[config.mk]
export PLATFORM = sky130hd
export DESIGN_NAME = can_test_frame_checker_unit_flat
export DESIGN_NICKNAME = d
export VERILOG_FILES = /design/src/rtl/ctfc_pkg.sv /design/src/rtl/ctfc_if.sv /design/src/rtl/ctfc_in_reg.sv /design/src/rtl/ctfc_check.sv /design/src/rtl/can_test_frame_checker_unit.sv /design/src/flat_wrapper.sv
export SDC_FILE = /design/constraint.sdc
export NUM_CORES = 1
export LEC_CHECK = 0
export BUFFER_PORTS_ARGS = -buffer_cell sky130_fd_sc_hd__buf_4
export CORE_ASPECT_RATIO = 1.75
export CORE_MARGIN = 2
export CORE_UTILIZATION = 39
export CTS_BUF_LIST = sky130_fd_sc_hd__clkbuf_8 sky130_fd_sc_hd__clkbuf_16
export DETAILED_ROUTE_END_ITERATION = 8
export PLACE_DENSITY = 0.67
export SKIP_LAST_GASP = 1
export SYNTH_ARGS = -nofsm -noshare
export SYNTH_HDL_FRONTEND = slang
export SYNTH_SLANG_ARGS = --single-unit
[constraint.sdc]
create_clock -name i_clk -period 3.1 [get_ports i_clk]
set_input_delay 0.31 -clock i_clk [delete_from_list [all_inputs] [get_ports i_clk]]
set_output_delay 0.31 -clock i_clk [all_outputs]
set_load 0.02 [all_outputs]
[src/rtl/ctfc_pkg.sv]
// Package for the CAN test frame checker: item type, status codes, DLC table
// and the frame evaluation function. No dependencies.
package ctfc_pkg;

    localparam int unsigned MAX_PAYLOAD = 64;
    localparam int unsigned LEN_W       = 7;

    typedef enum logic [2:0] {
        ST_OK       = 3'd0,
        ST_LENGTH   = 3'd1,
        ST_CHECKSUM = 3'd2,
        ST_DLC      = 3'd3,
        ST_ID_MID   = 3'd4,
        ST_ID_TOP   = 3'd5
    } t_status;

    typedef enum logic {
        OP_HEADER = 1'b0,
        OP_DATA   = 1'b1
    } t_opcode;

    typedef struct packed {
        logic        opcode;
        logic [28:0] frame_ident;
        logic [7:0]  data_length;
        logic        extended_frame;
        logic [7:0]  payload_byte;
    } t_item;

    typedef struct packed {
        logic  valid;
        t_item item;
    } t_stage;

    // DLC code for lengths of eight and more, indexed by (length - 8) / 4.
    localparam logic [3:0] DLC_TABLE [16] = '{
        4'd8, 4'd9, 4'd10, 4'd11, 4'd12, 4'd0, 4'd13, 4'd0,
        4'd0, 4'd0, 4'd14, 4'd0, 4'd0, 4'd0, 4'd15, 4'd0
    };

    function automatic logic [3:0] length_code(input logic [LEN_W-1:0] len);
        logic [LEN_W-1:0] diff;
        diff = len - LEN_W'(8);
        if (len < LEN_W'(8)) begin
            return len[3:0];
        end
        return DLC_TABLE[diff[5:2]];
    endfunction

    // The first failing check decides the status.
    function automatic t_status evaluate(input logic [28:0] ident,
                                         input logic [LEN_W-1:0] len,
                                         input logic ext,
                                         input logic [6:0] x);
        t_status st;
        priority if (ident[6:0] != x) begin
            st = ST_CHECKSUM;
        end else if (ident[10:7] != length_code(len)) begin
            st = ST_DLC;
        end else if (!ext) begin
            st = ST_OK;
        end else if (ident[21:11] != ident[10:0]) begin
            st = ST_ID_MID;
        end else if (ident[28:22] != ident[6:0]) begin
            st = ST_ID_TOP;
        end else begin
            st = ST_OK;
        end
        return st;
    endfunction

endpackage

[src/rtl/ctfc_if.sv]
// Valid/ready channel interfaces for the CAN test frame checker.
// Requests carry a frame header or one payload byte; results carry a status.
interface ctfc_in_if;
    logic        valid;
    logic        ready;
    logic        opcode;
    logic [28:0] frame_ident;
    logic [7:0]  data_length;
    logic        extended_frame;
    logic [7:0]  payload_byte;

    modport source (output valid, opcode, frame_ident, data_length, extended_frame,
                    payload_byte, input ready);
    modport sink   (input valid, opcode, frame_ident, data_length, extended_frame,
                    payload_byte, output ready);
endinterface

interface ctfc_out_if;
    logic       valid;
    logic       ready;
    logic [2:0] check_status;
    logic       frame_good;

    modport source (output valid, check_status, frame_good, input ready);
    modport sink   (input valid, check_status, frame_good, output ready);
endinterface

[src/rtl/ctfc_in_reg.sv]
// Input register of the CAN test frame checker. Uses ctfc_pkg and ctfc_in_if.
// Holds one request until the check stage takes it.
module ctfc_in_reg
    import ctfc_pkg::*;
(
    input  logic          i_clk,
    input  logic          i_rst_n,
    ctfc_in_if.sink       i_item,
    input  logic          i_advance,
    output t_stage        o_stage
);

    logic  r_valid;
    t_item r_item;
    logic  take;

    // No request is accepted while reset is held.
    assign i_item.ready = i_rst_n && (!r_valid || i_advance);
    assign take         = i_item.valid && i_item.ready;

    always_ff @(posedge i_clk) begin
        if (!i_rst_n) begin
            r_valid <= 1'b0;
        end else if (take) begin
            r_valid <= 1'b1;
        end else if (i_advance) begin
            r_valid <= 1'b0;
        end
    end

    always_ff @(posedge i_clk) begin
        if (take) begin
            r_item.opcode         <= i_item.opcode;
            r_item.frame_ident    <= i_item.frame_ident;
            r_item.data_length    <= i_item.data_length;
            r_item.extended_frame <= i_item.extended_frame;
            r_item.payload_byte   <= i_item.payload_byte;
        end
    end

    assign o_stage.valid = r_valid;
    assign o_stage.item  = r_item;

endmodule

[src/rtl/ctfc_check.sv]
// Frame tracking, checks and result register of the CAN test frame checker.
// Uses ctfc_pkg and ctfc_out_if.
module ctfc_check
    import ctfc_pkg::*;
(
    input  logic          i_clk,
    input  logic          i_rst_n,
    input  t_stage        i_stage,
    output logic          o_advance,
    ctfc_out_if.source    o_result
);

    logic [28:0]      r_held_ident;
    logic [LEN_W-1:0] r_held_length;
    logic             r_held_ext;
    logic [LEN_W-1:0] r_remaining;
    logic [6:0]       r_xor;
    logic             r_open;
    logic             r_out_valid;
    t_status          r_status;

    logic [6:0]       n_xor;
    logic [LEN_W-1:0] n_remaining;
    logic             emit;
    t_status          n_status;
    logic             is_header;
    logic             too_long;
    logic             zero_len;

    assign o_advance = i_stage.valid && (!r_out_valid || o_result.ready);

    assign is_header   = (i_stage.item.opcode == OP_HEADER);
    assign too_long    = i_stage.item.data_length > 8'(MAX_PAYLOAD);
    assign zero_len    = i_stage.item.data_length == 8'd0;
    assign n_xor       = r_xor ^ i_stage.item.payload_byte[6:0];
    assign n_remaining = r_remaining - LEN_W'(1);

    always_comb begin
        emit     = 1'b0;
        n_status = ST_OK;
        if (is_header) begin
            if (too_long) begin
                emit     = 1'b1;
                n_status = ST_LENGTH;
            end else if (zero_len) begin
                emit     = 1'b1;
                n_status = evaluate(i_stage.item.frame_ident, '0,
                                    i_stage.item.extended_frame, 7'd0);
            end
        end else if (r_open && n_remaining == '0) begin
            emit     = 1'b1;
            n_status = evaluate(r_held_ident, r_held_length, r_held_ext, n_xor);
        end
    end

    always_ff @(posedge i_clk) begin
        if (!i_rst_n) begin
            r_open      <= 1'b0;
            r_out_valid <= 1'b0;
        end else begin
            if (o_advance) begin
                if (is_header) begin
                    r_open <= !too_long && !zero_len;
                end else if (r_open && n_remaining == '0) begin
                    r_open <= 1'b0;
                end
            end
            if (o_advance && emit) begin
                r_out_valid <= 1'b1;
            end else if (o_result.ready) begin
                r_out_valid <= 1'b0;
            end
        end
    end

    always_ff @(posedge i_clk) begin
        if (!i_rst_n) begin
            r_held_ident  <= '0;
            r_held_length <= '0;
            r_held_ext    <= 1'b0;
            r_remaining   <= '0;
            r_xor         <= '0;
        end else if (o_advance) begin
            if (is_header) begin
                if (!too_long && !zero_len) begin
                    r_held_ident  <= i_stage.item.frame_ident;
                    r_held_length <= i_stage.item.data_length[LEN_W-1:0];
                    r_held_ext    <= i_stage.item.extended_frame;
                    r_remaining   <= i_stage.item.data_length[LEN_W-1:0];
                    r_xor         <= '0;
                end
            end else if (r_open) begin
                r_xor       <= n_xor;
                r_remaining <= n_remaining;
            end
        end
    end

    always_ff @(posedge i_clk) begin
        if (o_advance && emit) begin
            r_status <= n_status;
        end
    end

    assign o_result.valid        = r_out_valid;
    assign o_result.check_status = r_status;
    assign o_result.frame_good   = (r_status == ST_OK);

endmodule

[src/rtl/can_test_frame_checker_unit.sv]
// A result is registered in order: the request that completes its frame is held in the
// input register, then its status is loaded into the result register.
// Throughput: one request per cycle; the check stage consumes a request whenever
// the result register is empty or being read in the same cycle.
// Reset: synchronous, active low; clears the open frame, the held header and the
// running XOR, empties both the input and the result register, and holds ready low.
//
// Top level of the CAN test frame checker. Uses ctfc_pkg, ctfc_in_if,
// ctfc_out_if, ctfc_in_reg and ctfc_check.
module can_test_frame_checker_unit
    import ctfc_pkg::*;
(
    input  logic          i_clk,
    input  logic          i_rst_n,
    ctfc_in_if.sink       i_item,
    ctfc_out_if.source    o_result
);

    // The request register isolates the incoming channel. Its ready depends on
    // whether it is empty or the held request moves into the check stage this
    // cycle, so one more request is taken while a result still waits downstream.
    t_stage stage;
    logic   advance;

    ctfc_in_reg u_in_reg (
        .i_clk     (i_clk),
        .i_rst_n   (i_rst_n),
        .i_item    (i_item),
        .i_advance (advance),
        .o_stage   (stage)
    );

    // The check stage tracks the open frame: a header either reports at once
    // (length over the limit, or zero length) or opens a frame; each data byte
    // folds its low seven bits into the XOR, and the last byte closes the frame
    // and loads the status into the result register. Data bytes with no open
    // frame are consumed without a result, and a new header drops any frame
    // that was still open.
    ctfc_check u_check (
        .i_clk     (i_clk),
        .i_rst_n   (i_rst_n),
        .i_stage   (stage),
        .o_advance (advance),
        .o_result  (o_result)
    );

endmodule

[src/flat_wrapper.sv]
// flat-port wrapper written by rule: the top's interface ports become plain ports
module can_test_frame_checker_unit_flat import ctfc_pkg::*;
  (i_clk, i_rst_n, i_item_valid, i_item_opcode, i_item_frame_ident, i_item_data_length, i_item_extended_frame, i_item_payload_byte, i_item_ready, o_result_valid, o_result_check_status, o_result_frame_good, o_result_ready);
  ctfc_in_if i_item_i ();
  ctfc_out_if o_result_i ();
  input  logic i_clk;
  input  logic i_rst_n;
  input wire logic [$bits(i_item_i.valid)-1:0] i_item_valid;
  input wire logic [$bits(i_item_i.opcode)-1:0] i_item_opcode;
  input wire logic [$bits(i_item_i.frame_ident)-1:0] i_item_frame_ident;
  input wire logic [$bits(i_item_i.data_length)-1:0] i_item_data_length;
  input wire logic [$bits(i_item_i.extended_frame)-1:0] i_item_extended_frame;
  input wire logic [$bits(i_item_i.payload_byte)-1:0] i_item_payload_byte;
  output wire logic [$bits(i_item_i.ready)-1:0] i_item_ready;
  output wire logic [$bits(o_result_i.valid)-1:0] o_result_valid;
  output wire logic [$bits(o_result_i.check_status)-1:0] o_result_check_status;
  output wire logic [$bits(o_result_i.frame_good)-1:0] o_result_frame_good;
  input wire logic [$bits(o_result_i.ready)-1:0] o_result_ready;
  assign i_item_i.valid = i_item_valid;
  assign i_item_i.opcode = i_item_opcode;
  assign i_item_i.frame_ident = i_item_frame_ident;
  assign i_item_i.data_length = i_item_data_length;
  assign i_item_i.extended_frame = i_item_extended_frame;
  assign i_item_i.payload_byte = i_item_payload_byte;
  assign i_item_ready = i_item_i.ready;
  assign o_result_valid = o_result_i.valid;
  assign o_result_check_status = o_result_i.check_status;
  assign o_result_frame_good = o_result_i.frame_good;
  assign o_result_i.ready = o_result_ready;
  can_test_frame_checker_unit u_core (.i_clk(i_clk), .i_rst_n(i_rst_n), .i_item(i_item_i), .o_result(o_result_i));
endmodule
==> After elaboration in Yosys (flattened, before gate mapping) <==
Memories as Yosys holds them, arrays and structs flattened.
Index checks and enable logic that the tools add are counted.
{ "op_classes": {"addsub": 2, "multipliers": 0, "div": 0, "n_lt_le_gt_ge": 3, "n_eq_ne": 9, "shifts": 0, "muxes": 50, "bitwise_logic": 3, "n_reduce_logical": 22} }
{ "ops": {"columns": ["cell", "n"], "rows": [
  ["$mux W4", 12],
  ["$mux W3", 14],
  ["$mux W7", 6],
  ["$ne A11 B11 Y1", 2],
  ["$ne A7 B7 Y1", 3],
  ["$mux W1", 18],
  ["$gt A8 B7 Y1 const B", 1],
  ["$logic_not A8 Y1", 1],
  ["$ne A4 B4 Y1", 2],
  ["$logic_not A7 Y1", 1],
  ["$lt A7 B4 Y1 const B", 1],
  ["$reduce_bool A7 Y1", 1],
  ["$sub A7 B1 Y7 const B", 1],
  ["$xor A7 B7 Y7", 1],
  ["$logic_and A1 B1 Y1", 6],
  ["$reduce_and A3 Y1", 2],
  ["$reduce_bool A2 Y1", 3],
  ["$sub A6 B4 Y6 const B", 1],
  ["$ge A5 B5 Y1 const B", 1],
  ["$not A4 Y5", 1],
  ["$logic_not A1 Y1", 4],
  ["$ne A2 B2 Y1 const B", 2],
  ["$logic_not A3 Y1", 1],
  ["$logic_or A1 B1 Y1", 2],
  ["2 further kinds", 2]
]} }
{ "word_totals": {"regBits": 103, "latch_bits": 0, "ramBits": 0, "mem_bits_ro": 64, "inputBits": 51, "out_inout_bits": 6, "word_cells": 104, "n_memories": 1} }
{ "memory_table": {"columns": ["memory", "depth", "width", "read_ports", "rd_clocked_by_memory_dff", "write_ports", "line_no", "rtl"], "rows": [
  ["(no name shown)", 16, 4, 1, 0, 0, "ctfc_pkg.sv:47", "return DLC_TABLE[diff[5:2]];"]
]} }

==> Longest topological paths before layout <==
Gate-level depths: netlist of run 1.
{ "logic_depth": {"word_depth": 16, "depth_mapped": 9, "mapped_depth_nobuf": 8} }

==> By module <==
A second synthesis of run 1 with hierarchy kept.
{ "unflattened": {"cells_unflattened": 434, "area_unflattened_um2": 4803.4} }
{ "modules_own_cells": {"columns": ["mod", "n_inst", "cells_each", "area_per_inst_um2", "seq_area_each_um2"], "rows": [
  ["ctfc_check", 1, 380, 3326.9, 1151.1],
  ["ctfc_in_reg", 1, 54, 1476.4, 1431.4]
]} }

==> Least setup slack after synthesis of run 1 <==
Ideal clock, no wire load.
{ "synth_timing": {"kind": "in2reg", "startpoint": "in i_rst_n", "endpoint": "reg u_core.u_in_reg.r_item, in the netlist u_core.u_in_reg.o_stage[0], enable pin", "setup_time_ns": 0.408, "t_arrival_ns": 2.337, "t_required_ns": 2.692, "setup_slack_ns": 0.355, "path_stages": 3, "n_path_buf": 1, "cell_sequence": "clkbuf_1 -> a21boi_0 -> and2_1"} }
{ "synth_via": {"elab_chain_cells": 2} }
{ "synth_lines": {"columns": ["item", "line_no", "rtl"], "rows": [
  ["start: declaration", "flat_wrapper.sv:7", "input logic i_rst_n;"],
  ["$logic_and A1 B1 Y1", "ctfc_in_reg.sv:18", "assign i_item.ready = i_rst_n && (!r_valid || i_advance);"],
  ["via i_item_ready", "flat_wrapper.sv:14", "output wire logic [$bits(i_item_i.ready)-1:0] i_item_ready;"],
  ["$logic_and A1 B1 Y1", "ctfc_in_reg.sv:19", "assign take = i_item.valid && i_item.ready;"],
  ["via u_core.u_in_reg.take", "ctfc_in_reg.sv:15", "logic take;"],
  ["end: declaration", "ctfc_in_reg.sv:14", "t_item r_item;"]
]} }
The timed path passes the listed nets, and every way through them passes these cells.
A chain may end at the register's enable or synchronous reset.

==> Worst setup path after layout of run 1 <==
{ "layout_timing": {"startpoint": "reg u_core.u_check.r_held_length[3]", "endpoint": "reg u_core.u_check.r_status[0] (netlist: u_core.u_check.o_result.check_status[0]), data pin"} }
{ "layout_via": {"elab_chain_cells": 14, "word_cells_on_any_way": 20, "cone_classes": "add/sub: 1; order compare: 1; eq/ne: 1; mux: 15; bitwise: 1; memory: 1"} }
{ "layout_lines": {"columns": ["item", "line_no", "rtl"], "rows": [
  ["start: declaration", "ctfc_check.sv:14", "logic [LEN_W-1:0] r_held_length;"],
  ["start signal: assignment", "ctfc_check.sv:87", "r_held_length <= i_stage.item.data_length[LEN_W-1:0];"],
  ["$sub A6 B4 Y6 / $lt A7 B4 Y1 (equally long branches)", "ctfc_pkg.sv:43, ctfc_pkg.sv:44", null],
  ["$not A4 Y5 (not written as such) / $mux W1 (equally long branches)", "ctfc_pkg.sv:47, ctfc_pkg.sv:44", null],
  ["$mem_v2 Z16 W4 / $mux W1 (equally long branches)", null, null],
  ["$mux W4 (not written as such) / $mux W1 (equally long branches)", "ctfc_pkg.sv:47, ctfc_check.sv:50", null],
  ["$mux W4 (not written as such) / $mux W1 (equally long branches)", "ctfc_pkg.sv:47, ctfc_check.sv:41", null],
  ["$mux W4 (*)", "ctfc_pkg.sv:47", null],
  ["$mux W4 (*)", "ctfc_pkg.sv:56", "priority if (ident[6:0] != x) begin"],
  ["$mux W4 (*)", "ctfc_check.sv:50", "end else if (r_open && n_remaining == '0) begin"],
  ["$mux W4 (*)", "ctfc_check.sv:41", "if (is_header) begin"],
  ["$ne A4 B4 Y1 (*)", "ctfc_pkg.sv:58", "end else if (ident[10:7] != length_code(len)) begin"],
  ["$mux W3 (*)", "ctfc_pkg.sv:58", null],
  ["$mux W3 (*)", "ctfc_pkg.sv:56", null],
  ["$mux W3 (*)", "ctfc_check.sv:50", null],
  ["$mux W3 (*)", "ctfc_check.sv:41", null],
  ["via u_core.u_check.n_status[0]", "ctfc_check.sv:25", "t_status n_status;"],
  ["end signal: assignment", "ctfc_check.sv:101", "r_status <= n_status;"],
  ["end: declaration", "ctfc_check.sv:20", "t_status r_status;"]
]} }
Mark *: on every way through the listed nets, which the timed path passes. The rest lies on a longest branch. The select of a mux whose other input is x is not followed.

==> flow_metrics.env, run 1 <==
export IMPL_status="complete, no violations"
export IMPL_cp_max_fo=9
export IMPL_path_cells="inv_1 -> ha_1 -> xor2_1 -> a21oi_1 -> o31a_1 -> nor4b_1 -> nor3b_1 -> o211ai_1"
export IMPL_synth_area_sq_um=4842
export IMPL_synth_adder_area_share_pct=1.034
export IMPL_grt_max_degree=56
export IMPL_tightest_slew_ns=0.6827
export IMPL_power_switching_mw=0.5946
export IMPL_yosysUniqueCellTypes=57
export IMPL_synth_simple_area_share_pct=16.64
export IMPL_h_tree_depth=3
export IMPL_clk_pin_slew_worst_paths_ns=0.07
export IMPL_holdBufCountCts=0
export IMPL_fin_area_sq_um=5710
export IMPL_final_common_cell="buf_4"
export IMPL_yosys_top_cells_area="edfxtp_1 (30%), dfxtp_1 (22%), mux2i_1 (6.8%), nor2b_1 (5.2%), xor2_1 (4.3%)"
export IMPL_p_comb_share_pct=6.6
export IMPL_hold_class="in2reg"
export IMPL_ys_warn_count=0
export IMPL_critPathMaxStageDelay_ns=0.48
export IMPL_slew_headroom_pct=54.49
export IMPL_cts_inserted_buffers=9
export IMPL_core_sq_um=12070
export IMPL_drt_wl_total_um=10190
export IMPL_fp_dieW_um=88.23
export IMPL_crit_arrival_ns=2.75
export IMPL_p_leak_nw=2.002
export IMPL_cts_tree="built"
export IMPL_finalPower_mw=2.807
export IMPL_mostFrequentLayoutCells="buf_4 (58), dfxtp_1 (54), edfxtp_1 (49)"
export IMPL_grt_use_total_pct=16.43
export IMPL_syn_nets=477
export IMPL_cts_sinks=103
export IMPL_end_kind="flop"
export IMPL_chipHeight_um=151.4
export IMPL_synth_edf_count=49
export IMPL_required_ns=3.18
export IMPL_synth_compound_area_share_pct=9.276
export IMPL_post_cts_resize_count=0
export IMPL_area_delta_synth_final_pct=17.93
export IMPL_drv_slew=0
export IMPL_post_cts_setup_buffers=0
export IMPL_async_flop_share_pct=0
export IMPL_dieArea_sq_um=13360
export IMPL_dp_hpwl_um=7536
export IMPL_clockBufferDepth=2
export IMPL_finalHoldViolCount=0
export IMPL_synth_mux_area_share_pct=7.054
export IMPL_sw_frac_of_total_pct=21.18
export IMPL_rsz0062_at_grt="no"
export IMPL_yosys_area_share_xor_xnor_pct=10.36
export IMPL_synth_top_family_by_area="simple AND/OR/NAND/NOR gates"
export IMPL_drtIter0Drc=201
export IMPL_p_int_mw=2.212
export IMPL_nNetsFinal=528
export IMPL_std_cell_rows=53
export IMPL_synth_area_leader_cell="edfxtp_1"
export IMPL_drive_gt1_share_pct=17.36
export IMPL_cap_violations=0
export IMPL_synthCells=422
export IMPL_ir_worst_vdd_mv=0.3060
export IMPL_vias_per_cell=5.068
export IMPL_hold_worst_slack_ns=0.1430
export IMPL_vias=3259
export IMPL_first_pass_iters=4
export IMPL_seqPwrFrac_pct=53.6
export IMPL_fmax_ghz=0.3739
export IMPL_layout_min_cycle_time_ns=2.674
export IMPL_grt_pass1_wl_um=16600
export IMPL_syn_area_per_cell_sq_um=11.47
export IMPL_synth_seq_cells=103
export IMPL_cts_root_buf="clkbuf_16"
export IMPL_cpMaxStageDelayCell="nor4b_1"
export IMPL_ios=57
export IMPL_path_class="reg2reg"
export IMPL_antenna_cells=0
export IMPL_synth_top_area_share_pct=30.39
export IMPL_cp_start_kind="flop"
export IMPL_grt_pass1_vias=3281
export IMPL_fin_setup_tns_ns=0
export IMPL_initial_core_util_pct=40.12
export IMPL_io_buffers=55
export IMPL_place_congestion=0.8109
export IMPL_ys_seq_area_share_pct=52.71
export IMPL_grt_ovfl_total=0
export IMPL_drc=0
export IMPL_routedWlPerCell_um=15.85
export IMPL_clkLatencyLatePin_ns=0.34
export IMPL_setup_violations=0
export IMPL_skew_ns=0.006251
export IMPL_fin_crit_sh_pct=86.27
export IMPL_dpl_cell_area_sq_um=5410
export IMPL_synthFlopType="dfxtp_1"
export IMPL_clkPwrFrac_pct=39.8
export IMPL_antenna_found_initial=0
export IMPL_antenna_left=0
export IMPL_power_per_cell_area_nw_per_um2=491.6
-- worst max-delay path: cells and delay by family, from the launching register on --
family / cells / cell delay [ns]
AND/OR/NAND/NOR: 2 / 0.80
AO/OA/AOI/OAI: 3 / 0.50
flip-flops: 1 / 0.42
adder cells (fa/ha/maj): 1 / 0.32
XOR/XNOR: 1 / 0.27
buffers and inverters: 1 / 0.11
-- layer usage --
metal,wire [um],global-route usage (%),part of all wire (%),up-vias
met2,5584,29.40,55,60
li1,-,-,-,1623
met1,4095,18.82,40,1561
met4,228,6.970,2.2,0
met5,0,0,0,-
met3,284,2.888,2.8,15
-- state kept, by name, indices dropped and copies added (netlist names) --
register and cells:
u_core.u_check.o_result.check_status 3, u_core.u_check.r_held_ext 1, u_core.u_check.r_remaining 7, u_core.u_in_reg.r_valid 1
u_core.u_check.r_open 1, u_core.u_check.r_held_ident 29, u_core.u_check.o_result.valid 1, u_core.u_check.r_held_length 7
u_core.u_in_reg.o_stage 46, u_core.u_check.r_xor 7
-- cell type report --
class | count | area [sq um]
clock buffers | 10 | 239.0
fillers | 1158 | 6359
inverters | 9 | 33.78
multi-input cells | 291 | 2162
flip-flops and latches | 103 | 2552
clock inverters | 6 | 61.31
repair buffers | 59 | 455.4
well taps | 165 | 206.4
-- stage by stage --
step | cells | utilization, % | setup WS (ns)
floorplan | 422 | - | 0.3550
global placement | 627 | 44.83 | 0.5355
detailed placement | 627 | 44.83 | 0.4337
CTS | 643 | 47.31 | 0.4140
global route | 643 | 47.31 | 0.1039
finish | 643 | 47.31 | 0.4255
-- synth_stat cells (3+ instances only) --
cell      instances
nand2_1          17
nand2b_1          8
nand3_1           5
mux2i_1          33
nor3_1           11
o21a_1            3
xnor3_1           4
xor2_1           24
o22ai_1           8
clkbuf_1         11
or3_1             3
nor4_1            7
nor2_1           19
ha_1              4
nor2b_1          40
o211ai_1          3
nand4_1           4
dfxtp_1          54
xnor2_1          23
nand3b_1          8
a21boi_1          7
a21oi_1           8
inv_1             9
buf_4             3
edfxtp_1         49
buf_6             3
a21boi_0          9
o21ai_0          10
-- path summary, 6_finish.rpt --
check	startpoint	end	slack (ns)	cells after the start
min reg2reg	u_core.u_check.r_remaining[1]	u_core.u_check.r_remaining[1]	0.46	2
max reg2reg	u_core.u_check.r_held_length[3]	u_core.u_check.o_result.check_status[0]	0.43	8
max	u_core.u_check.r_held_length[3]	u_core.u_check.o_result.check_status[0]	0.43	8
min	i_item_frame_ident[25]	u_core.u_in_reg.o_stage[42]	0.14	1
-- power by group through the flow --
stage	registers (mW)	logic, mW	clock network (mW)
2_1_floorplan	1.52	0.109	0
3_3_place_gp	1.53	0.182	0
3_5_place_dp	1.53	0.187	0
4_1_cts	1.50	0.187	1.15
5_1_grt	1.51	0.203	1.21
6_report	1.50	0.185	1.12
-- kinds of logic after synthesis --
kind of cell,count (synthesis)
simple gates,138
xor+xnor,51
compound gates,64
buf+inv,28
mux,34
flops,103
fa+ha+maj,4
Power figures use the tool's default switching activity.
==> inputs of run 2 (changes only) <==
==> constraint.sdc (replaced) <==
create_clock -name i_clk -period 3.1 [get_ports i_clk]
set_input_delay 0.155 -clock i_clk [delete_from_list [all_inputs] [get_ports i_clk]]
set_output_delay 0.155 -clock i_clk [all_outputs]
set_load 0.02 [all_outputs]
==> run 2 against run 1 <==
  * Design area increased by 7.5%
  * Clock-buffer cell count decreased by 1
  * Global-route usage increased by 0.82 points
  * Cell count increased by 7.0%
  * Non-clock buffer count increased by 45
  * Sequential power about the same
  * Via count increased by 7.0%
  * Total power decreased by 1.1%
  * Worst hold slack got worse by 0.093 ns
  * Clock skew increased by 0.0037 ns
  * Worst setup slack improved by 0.030 ns
  * Critical path type unchanged
  * Critical endpoint unchanged
==> flow_metrics.env, run 2 (same netlist as run 1, synthesis figures left out) <==
export IMPL_cpMaxStageDelayCell="dfxtp_1"
export IMPL_required_ns=3.18
export IMPL_path_cells="inv_1 -> ha_1 -> or3_1 -> o221a_2 -> o21ai_0 -> nor4b_1 -> nor3b_1 -> o211ai_1"
export IMPL_std_cell_rows=53
export IMPL_clkLatencyLatePin_ns=0.35
export IMPL_core_sq_um=12070
export IMPL_dp_hpwl_um=7610
export IMPL_fmax_ghz=0.3781
export IMPL_dieArea_sq_um=13360
export IMPL_finalHoldViolCount=0
export IMPL_crit_arrival_ns=2.73
export IMPL_ios=57
export IMPL_mostFrequentLayoutCells="buf_4 (57), dfxtp_1 (54), edfxtp_1 (49)"
export IMPL_io_buffers=55
export IMPL_cp_max_fo=6
export IMPL_rsz0062_at_grt="no"
export IMPL_path_class="reg2reg"
export IMPL_p_int_mw=2.146
export IMPL_status="complete, no violations"
export IMPL_first_pass_iters=4
export IMPL_place_congestion=0.8380
export IMPL_ir_worst_vdd_mv=0.3440
export IMPL_drt_wl_total_um=10710
export IMPL_end_kind="flop"
export IMPL_drv_slew=0
export IMPL_grt_pass1_vias=3500
export IMPL_tightest_slew_ns=0.6799
export IMPL_cp_top_family="simple AND/OR/NAND/NOR gates"
export IMPL_area_delta_synth_final_pct=26.74
export IMPL_power_switching_mw=0.6308
export IMPL_chipHeight_um=151.4
export IMPL_crit_buf_inv=1
export IMPL_h_tree_depth=3
export IMPL_fin_crit_sh_pct=85.31
export IMPL_final_common_cell="buf_4"
export IMPL_antenna_found_initial=0
export IMPL_grt_pass1_wl_um=17390
export IMPL_pre_cts_ws_ns=0.4679
export IMPL_antenna_cells=0
export IMPL_clk_pin_slew_worst_paths_ns=0.07
export IMPL_antenna_left=0
export IMPL_hold_class="in2reg"
export IMPL_fin_setup_tns_ns=0
export IMPL_drive_gt1_share_pct=15.49
export IMPL_cts_inserted_buffers=9
export IMPL_seqPwrFrac_pct=54.2
export IMPL_drtIter0Drc=189
export IMPL_cts_root_buf="clkbuf_16"
export IMPL_grt_ovfl_total=0
export IMPL_routedWlPerCell_um=15.57
export IMPL_sw_frac_of_total_pct=22.71
export IMPL_power_per_cell_area_nw_per_um2=452.5
export IMPL_critPathMaxStageDelay_ns=0.41
export IMPL_grt_max_degree=56
export IMPL_clkPwrFrac_pct=37.6
export IMPL_timing_final_ws_setup_ns=0.4553
export IMPL_cts_tree="built"
export IMPL_p_comb_share_pct=8.3
export IMPL_nNetsFinal=573
export IMPL_fp_dieW_um=88.23
export IMPL_cts_sinks=103
export IMPL_setup_violations=0
export IMPL_slew_headroom_pct=54.68
export IMPL_initial_core_util_pct=40.12
export IMPL_grt_use_total_pct=17.25
export IMPL_p_leak_nw=2.165
export IMPL_cap_violations=0
export IMPL_largest_reg_flops=46
export IMPL_vias_per_cell=5.070
export IMPL_skew_ns=0.009945
export IMPL_clockBufferDepth=2
export IMPL_layout_min_cycle_time_ns=2.645
export IMPL_drc=0
export IMPL_vias=3488
export IMPL_cp_start_kind="flop"
[run 2: changes by cell type in the layout (fill, tap and decap cells not counted)]
cell,before,now
clkbuf_8,1,0
clkinv_4,1,2
clkinv_2,2,0
clkinvlp_4,0,2
bufinv_16,1,0
buf_4,58,57
dlygate4sd3_1,0,46
clkinv_1,0,1
[run 2: area by class of cell]
class,instances,area (sq um)
Clock buffer,9,225.2
Clock inverter,7,48.80
Fill cell,1135,5932
Inverter,9,33.78
Multi-Input combinational cell,291,2162
Sequential cell,103,2552
Tap cell,165,206.4
Timing Repair Buffer,104,908.4
[run 2: metal layers]
metal,vias to the layer above,global-route usage (%),routed length (um)
met3,23,3.052,341
met2,86,31.58,5917
met4,0,8.864,364
li1,1704,-,-
met5,-,0,0
met1,1675,18.37,4088
[run 2: worst min-delay path: cells and delay by family]
| family | cells | cell delay, ns |
|---|---|---|
| AND/OR/NAND/NOR | 1 | 0.09 |
| buffers and inverters | 1 | 0.08 |
| AO/OA/AOI/OAI | 1 | 0.03 |
[run 2: worst paths after layout]
kind	startpoint	end	slack (ns)	cells after the start
setup / recovery	u_core.u_check.r_held_length[3]	u_core.u_check.o_result.check_status[0]	0.46	8
setup reg to reg	u_core.u_check.r_held_length[3]	u_core.u_check.o_result.check_status[0]	0.46	8
hold / removal	i_item_valid	u_core.u_in_reg.r_valid	0.05	3
hold reg to reg	u_core.u_check.r_remaining[1]	u_core.u_check.r_remaining[1]	0.47	2
[run 2: what timing repair did]
item,in CTS,in global routing
hold buffers,46,0
endpoints found under the hold margin,46,0
setup buffers,0,0
resized for setup,0,0
[run 2: power groups by stage]
stage	clock network [mW]	registers [mW]	logic (mW)
4_1_cts	1.06	1.50	0.232
6_report	1.04	1.50	0.230
3_3_place_gp	0	1.53	0.181
3_5_place_dp	0	1.54	0.186
5_1_grt	1.12	1.51	0.251
2_1_floorplan	0	1.52	0.109
[run 2: metrics by stage]
stage	power, mW	cell area, sq um	utilization, %	instances	hold slack (ns)
floorplan	1.630	4842	-	422	0.2539
finish	2.777	6137	50.85	688	0.04966
global route	2.879	6137	50.85	688	0.05380
CTS	2.801	6137	50.85	688	0.04350
global placement	1.715	5403	44.76	626	0.3331
detailed placement	1.721	5403	44.76	626	0.3345
==> inputs of run 3 (changes only) <==
--- a/config.mk
+++ b/config.mk
@@ -5,13 +5,14 @@
 export SDC_FILE = /design/constraint.sdc
 export NUM_CORES = 1
 export LEC_CHECK = 0
+export ABC_AREA = 1
 export BUFFER_PORTS_ARGS = -buffer_cell sky130_fd_sc_hd__buf_4
 export CORE_ASPECT_RATIO = 1.75
 export CORE_MARGIN = 2
 export CORE_UTILIZATION = 39
 export CTS_BUF_LIST = sky130_fd_sc_hd__clkbuf_8 sky130_fd_sc_hd__clkbuf_16
 export DETAILED_ROUTE_END_ITERATION = 8
-export PLACE_DENSITY = 0.67
+export PLACE_DENSITY = 0.69
 export SKIP_LAST_GASP = 1
 export SYNTH_ARGS = -nofsm -noshare
 export SYNTH_HDL_FRONTEND = slang
==> constraint.sdc (replaced) <==
create_clock -name i_clk -period 2.3 [get_ports i_clk]
set_input_delay 0.115 -clock i_clk [delete_from_list [all_inputs] [get_ports i_clk]]
set_output_delay 0.115 -clock i_clk [all_outputs]
set_load 0.02 [all_outputs]
==> run 3 against run 2 <==
  * Synthesized cell count is 39% higher
  * Global-route usage shrank 1.2 points
  * Critical path type unchanged
  * Critical endpoint is now u_core.u_check.o_result.check_status[1]
  * Total power up 37%
  * Via count grew 15%
  * Largest power group unchanged
==> flow_metrics.env, run 3 <==
export IMPL_status="complete, no violations"
export IMPL_synth_edf_count=49
export IMPL_r2r_cells=11
export IMPL_setup_violations=0
export IMPL_layout_min_cycle_time_ns=2.020
export IMPL_core_sq_um=12360
export IMPL_ys_seq_area_share_pct=51.88
export IMPL_yosys_area_share_xor_xnor_pct=6.587
export IMPL_fin_setup_tns_ns=0
export IMPL_cp_max_fo=5
export IMPL_vias=4018
export IMPL_synth_adder_area_share_pct=1.017
export IMPL_required_ns=2.35
export IMPL_dp_hpwl_um=7550
export IMPL_antenna_left=0
export IMPL_cts_inserted_buffers=9
export IMPL_clkPwrFrac_pct=36.5
export IMPL_rr_startpoint="u_core.u_check.r_remaining[0]"
export IMPL_synth_compound_area_share_pct=10.66
export IMPL_power_per_cell_area_nw_per_um2=615.4
export IMPL_std_cell_rows=54
export IMPL_ir_worst_vdd_mv=0.3759
export IMPL_synth_seq_cells=103
export IMPL_drive_gt1_share_pct=13.02
export IMPL_syn_area_per_cell_sq_um=8.395
export IMPL_worstHoldStart="o_result_ready"
export IMPL_synth_area_leader_cell="edfxtp_1"
export IMPL_n_fill_cell=1116
export IMPL_finalPower_mw=3.817
export IMPL_chipHeight_um=152.6
export IMPL_antenna_cells=0
export IMPL_path_cells="inv_1 -> ha_1 -> nand2_1 -> nand2_1 -> nor2_1 -> nand3_1 -> nor2_1 -> nand3_1 -> nand2_1 -> nand3_1 -> inv_1"
export IMPL_tightest_slew_ns=0.5664
export IMPL_synthCells=586
export IMPL_grt_pass1_vias=3827
export IMPL_synth_simple_area_share_pct=20.68
export IMPL_cpMaxStageDelayCell="dfxtp_1"
export IMPL_finalHoldViolCount=0
export IMPL_antenna_found_initial=0
export IMPL_critPathMaxStageDelay_ns=0.37
export IMPL_area_delta_synth_final_pct=26.07
export IMPL_rsz0062_at_grt="no"
export IMPL_synth_mux_area_share_pct=0
export IMPL_synth_top_area_share_pct=29.91
export IMPL_reg2reg_to="u_core.u_check.o_result.check_status[1]"
export IMPL_syn_nets=641
export IMPL_drtIter0Drc=213
export IMPL_drv_slew=0
export IMPL_dieArea_sq_um=13560
export IMPL_yosysUniqueCellTypes=32
export IMPL_first_pass_iters=4
export IMPL_p_leak_nw=2.672
export IMPL_hold_end="u_core.u_check.o_result.valid"
export IMPL_sw_frac_of_total_pct=23.67
export IMPL_grt_max_degree=47
export IMPL_clkLatencyLatePin_ns=0.35
export IMPL_hold_worst_slack_ns=0.05289
export IMPL_grt_use_total_pct=16.04
export IMPL_clockBufferDepth=2
export IMPL_fp_dieW_um=88.90
export IMPL_clk_pin_slew_worst_paths_ns=0.07
export IMPL_final_common_cell="nand2_1"
export IMPL_place_congestion=0.8805
export IMPL_power_switching_mw=0.9036
export IMPL_cts_tree="built"
export IMPL_largest_reg_flops=46
export IMPL_drt_wl_total_um=10230
export IMPL_mostFrequentLayoutCells="nand2_1 (127), inv_1 (80), nor2_1 (60)"
export IMPL_cts_sinks=103
export IMPL_initial_core_util_pct=39.79
export IMPL_end_kind="flop"
export IMPL_cap_violations=0
export IMPL_p_int_mw=2.913
export IMPL_h_tree_depth=3
export IMPL_fin_crit_sh_pct=87.82
export IMPL_r2r_setup_slack_ns=0.28
export IMPL_ios=57
export IMPL_synth_common_cells="nand2_1 (127), inv_1 (80), nor2_1 (62)"
export IMPL_yosys_top_cells_area="edfxtp_1 (30%), dfxtp_1 (22%), nand2_1 (9.7%), inv_1 (6.1%), a21oi_1 (4.8%)"
export IMPL_synth_top_family_by_area="simple AND/OR/NAND/NOR gates"
export IMPL_drc=0
export IMPL_skew_ns=0.009298
export IMPL_routedWlPerCell_um=11.90
export IMPL_cts_root_buf="clkbuf_16"
export IMPL_vias_per_cell=4.678
export IMPL_cp_start_kind="flop"
export IMPL_dpl_cell_area_sq_um=5466
export IMPL_grt_ovfl_total=0
export IMPL_whs_path_depth=4
export IMPL_grt_pass1_wl_um=16950
export IMPL_synth_area_sq_um=4920
export IMPL_synthFlopType="dfxtp_1"
export IMPL_seqPwrFrac_pct=53.1
export IMPL_p_comb_share_pct=10.4
export IMPL_async_flop_share_pct=0
export IMPL_dp_cells=797
export IMPL_io_buffers=55
export IMPL_hold_class="in2reg"
export IMPL_nNetsFinal=741
export IMPL_crit_arrival_ns=2.07
export IMPL_final_cells=859
export IMPL_fin_area_sq_um=6202
export IMPL_ys_warn_count=0
export IMPL_yosys_cell_count_top_type="nand2_1"
export IMPL_path_class="reg2reg"
export IMPL_fmax_ghz=0.4951
export IMPL_slew_headroom_pct=61.89
export IMPL_post_cts_setup_buffers=0
## run 3: cell types whose count changed in the layout (fill, tap and decap cells not counted), moves of 33 or more
cell / before / now
a21oi_1: 8 / 47
inv_1: 10 / 80
mux2i_1: 33 / 0
nand2_1: 17 / 127
nor2_1: 19 / 60
nor2b_1: 40 / 0
## run 3: power groups by stage
stage                     clock, mW  sequential, mW  combinational (mW)
final                          1.39            2.03               0.398
after global routing           1.52            2.03               0.446
after CTS                      1.43            2.03               0.398
after detailed placement          0            2.07               0.335
after global placement            0            2.07               0.323
after floorplan                   0            2.05               0.213
## run 3: final cells by class
cell class / instances / area [sq um] / area share (%)
Clock buffer: 9 / 225.2 / 3.631
Clock inverter: 7 / 47.55 / 0.7666
Inverter: 84 / 317.8 / 5.124
Multi-Input combinational cell: 382 / 1926 / 31.05
Sequential cell: 103 / 2552 / 41.15
Tap cell: 168 / 210.2 / 3.389
Timing Repair Buffer: 106 / 923.4 / 14.89
## run 3: critical path: cells and delay by family, from the launching register on
family,cells,cell delay (ns)
DFF,1,0.37
adders and majority gates,1,0.27
buffers and inverters,2,0.27
and+or+nand+nor,8,0.83
## run 3: repair_timing
item                       CTS  global route
hold buffers                46             0
hold endpoints to repair    46             0
setup endpoints to repair    0             1
resized for setup            0             1
## run 3: cells by family after synthesis
logic type      count (synthesis)
buf+inv                       101
flops                         103
xor+xnor                       37
fa+ha+maj                       4
simple gates                  240
compound gates                101
## run 3: worst max path at each step
stage,start,endpoint,slack (ns),depth (start not counted)
5_1_grt,u_core.u_check.r_held_length[3],u_core.u_check.o_result.check_status[1],0.08,13
3_3_place_gp,u_core.u_check.r_remaining[0],u_core.u_check.o_result.check_status[0],0.37,11
2_1_floorplan,i_rst_n,u_core.u_in_reg.o_stage[0],0.48,4
3_5_place_dp,u_core.u_check.r_held_length[3],u_core.u_check.o_result.check_status[1],0.26,13
6_report,u_core.u_check.r_remaining[0],u_core.u_check.o_result.check_status[1],0.28,11
4_1_cts,u_core.u_check.r_held_length[3],u_core.u_check.o_result.check_status[1],0.24,13
## run 3: routing by layer
metal / GRT usage [%] / vias up / share of wire, %
met5: 0 / - / 0
li1: - / 2085 / -
met2: 28.43 / 87 / 54
met3: 3.575 / 31 / 3.0
met4: 8.586 / 0 / 4.3
met1: 16.92 / 1815 / 39
## run 3: metrics by stage
step / setup WS [ns] / util (%)
floorplan: 0.4829 / -
global placement: 0.3662 / 44.21
detailed placement: 0.2552 / 44.21
CTS: 0.2361 / 50.14
global route: 0.08214 / 50.16
finish: 0.2802 / 50.16
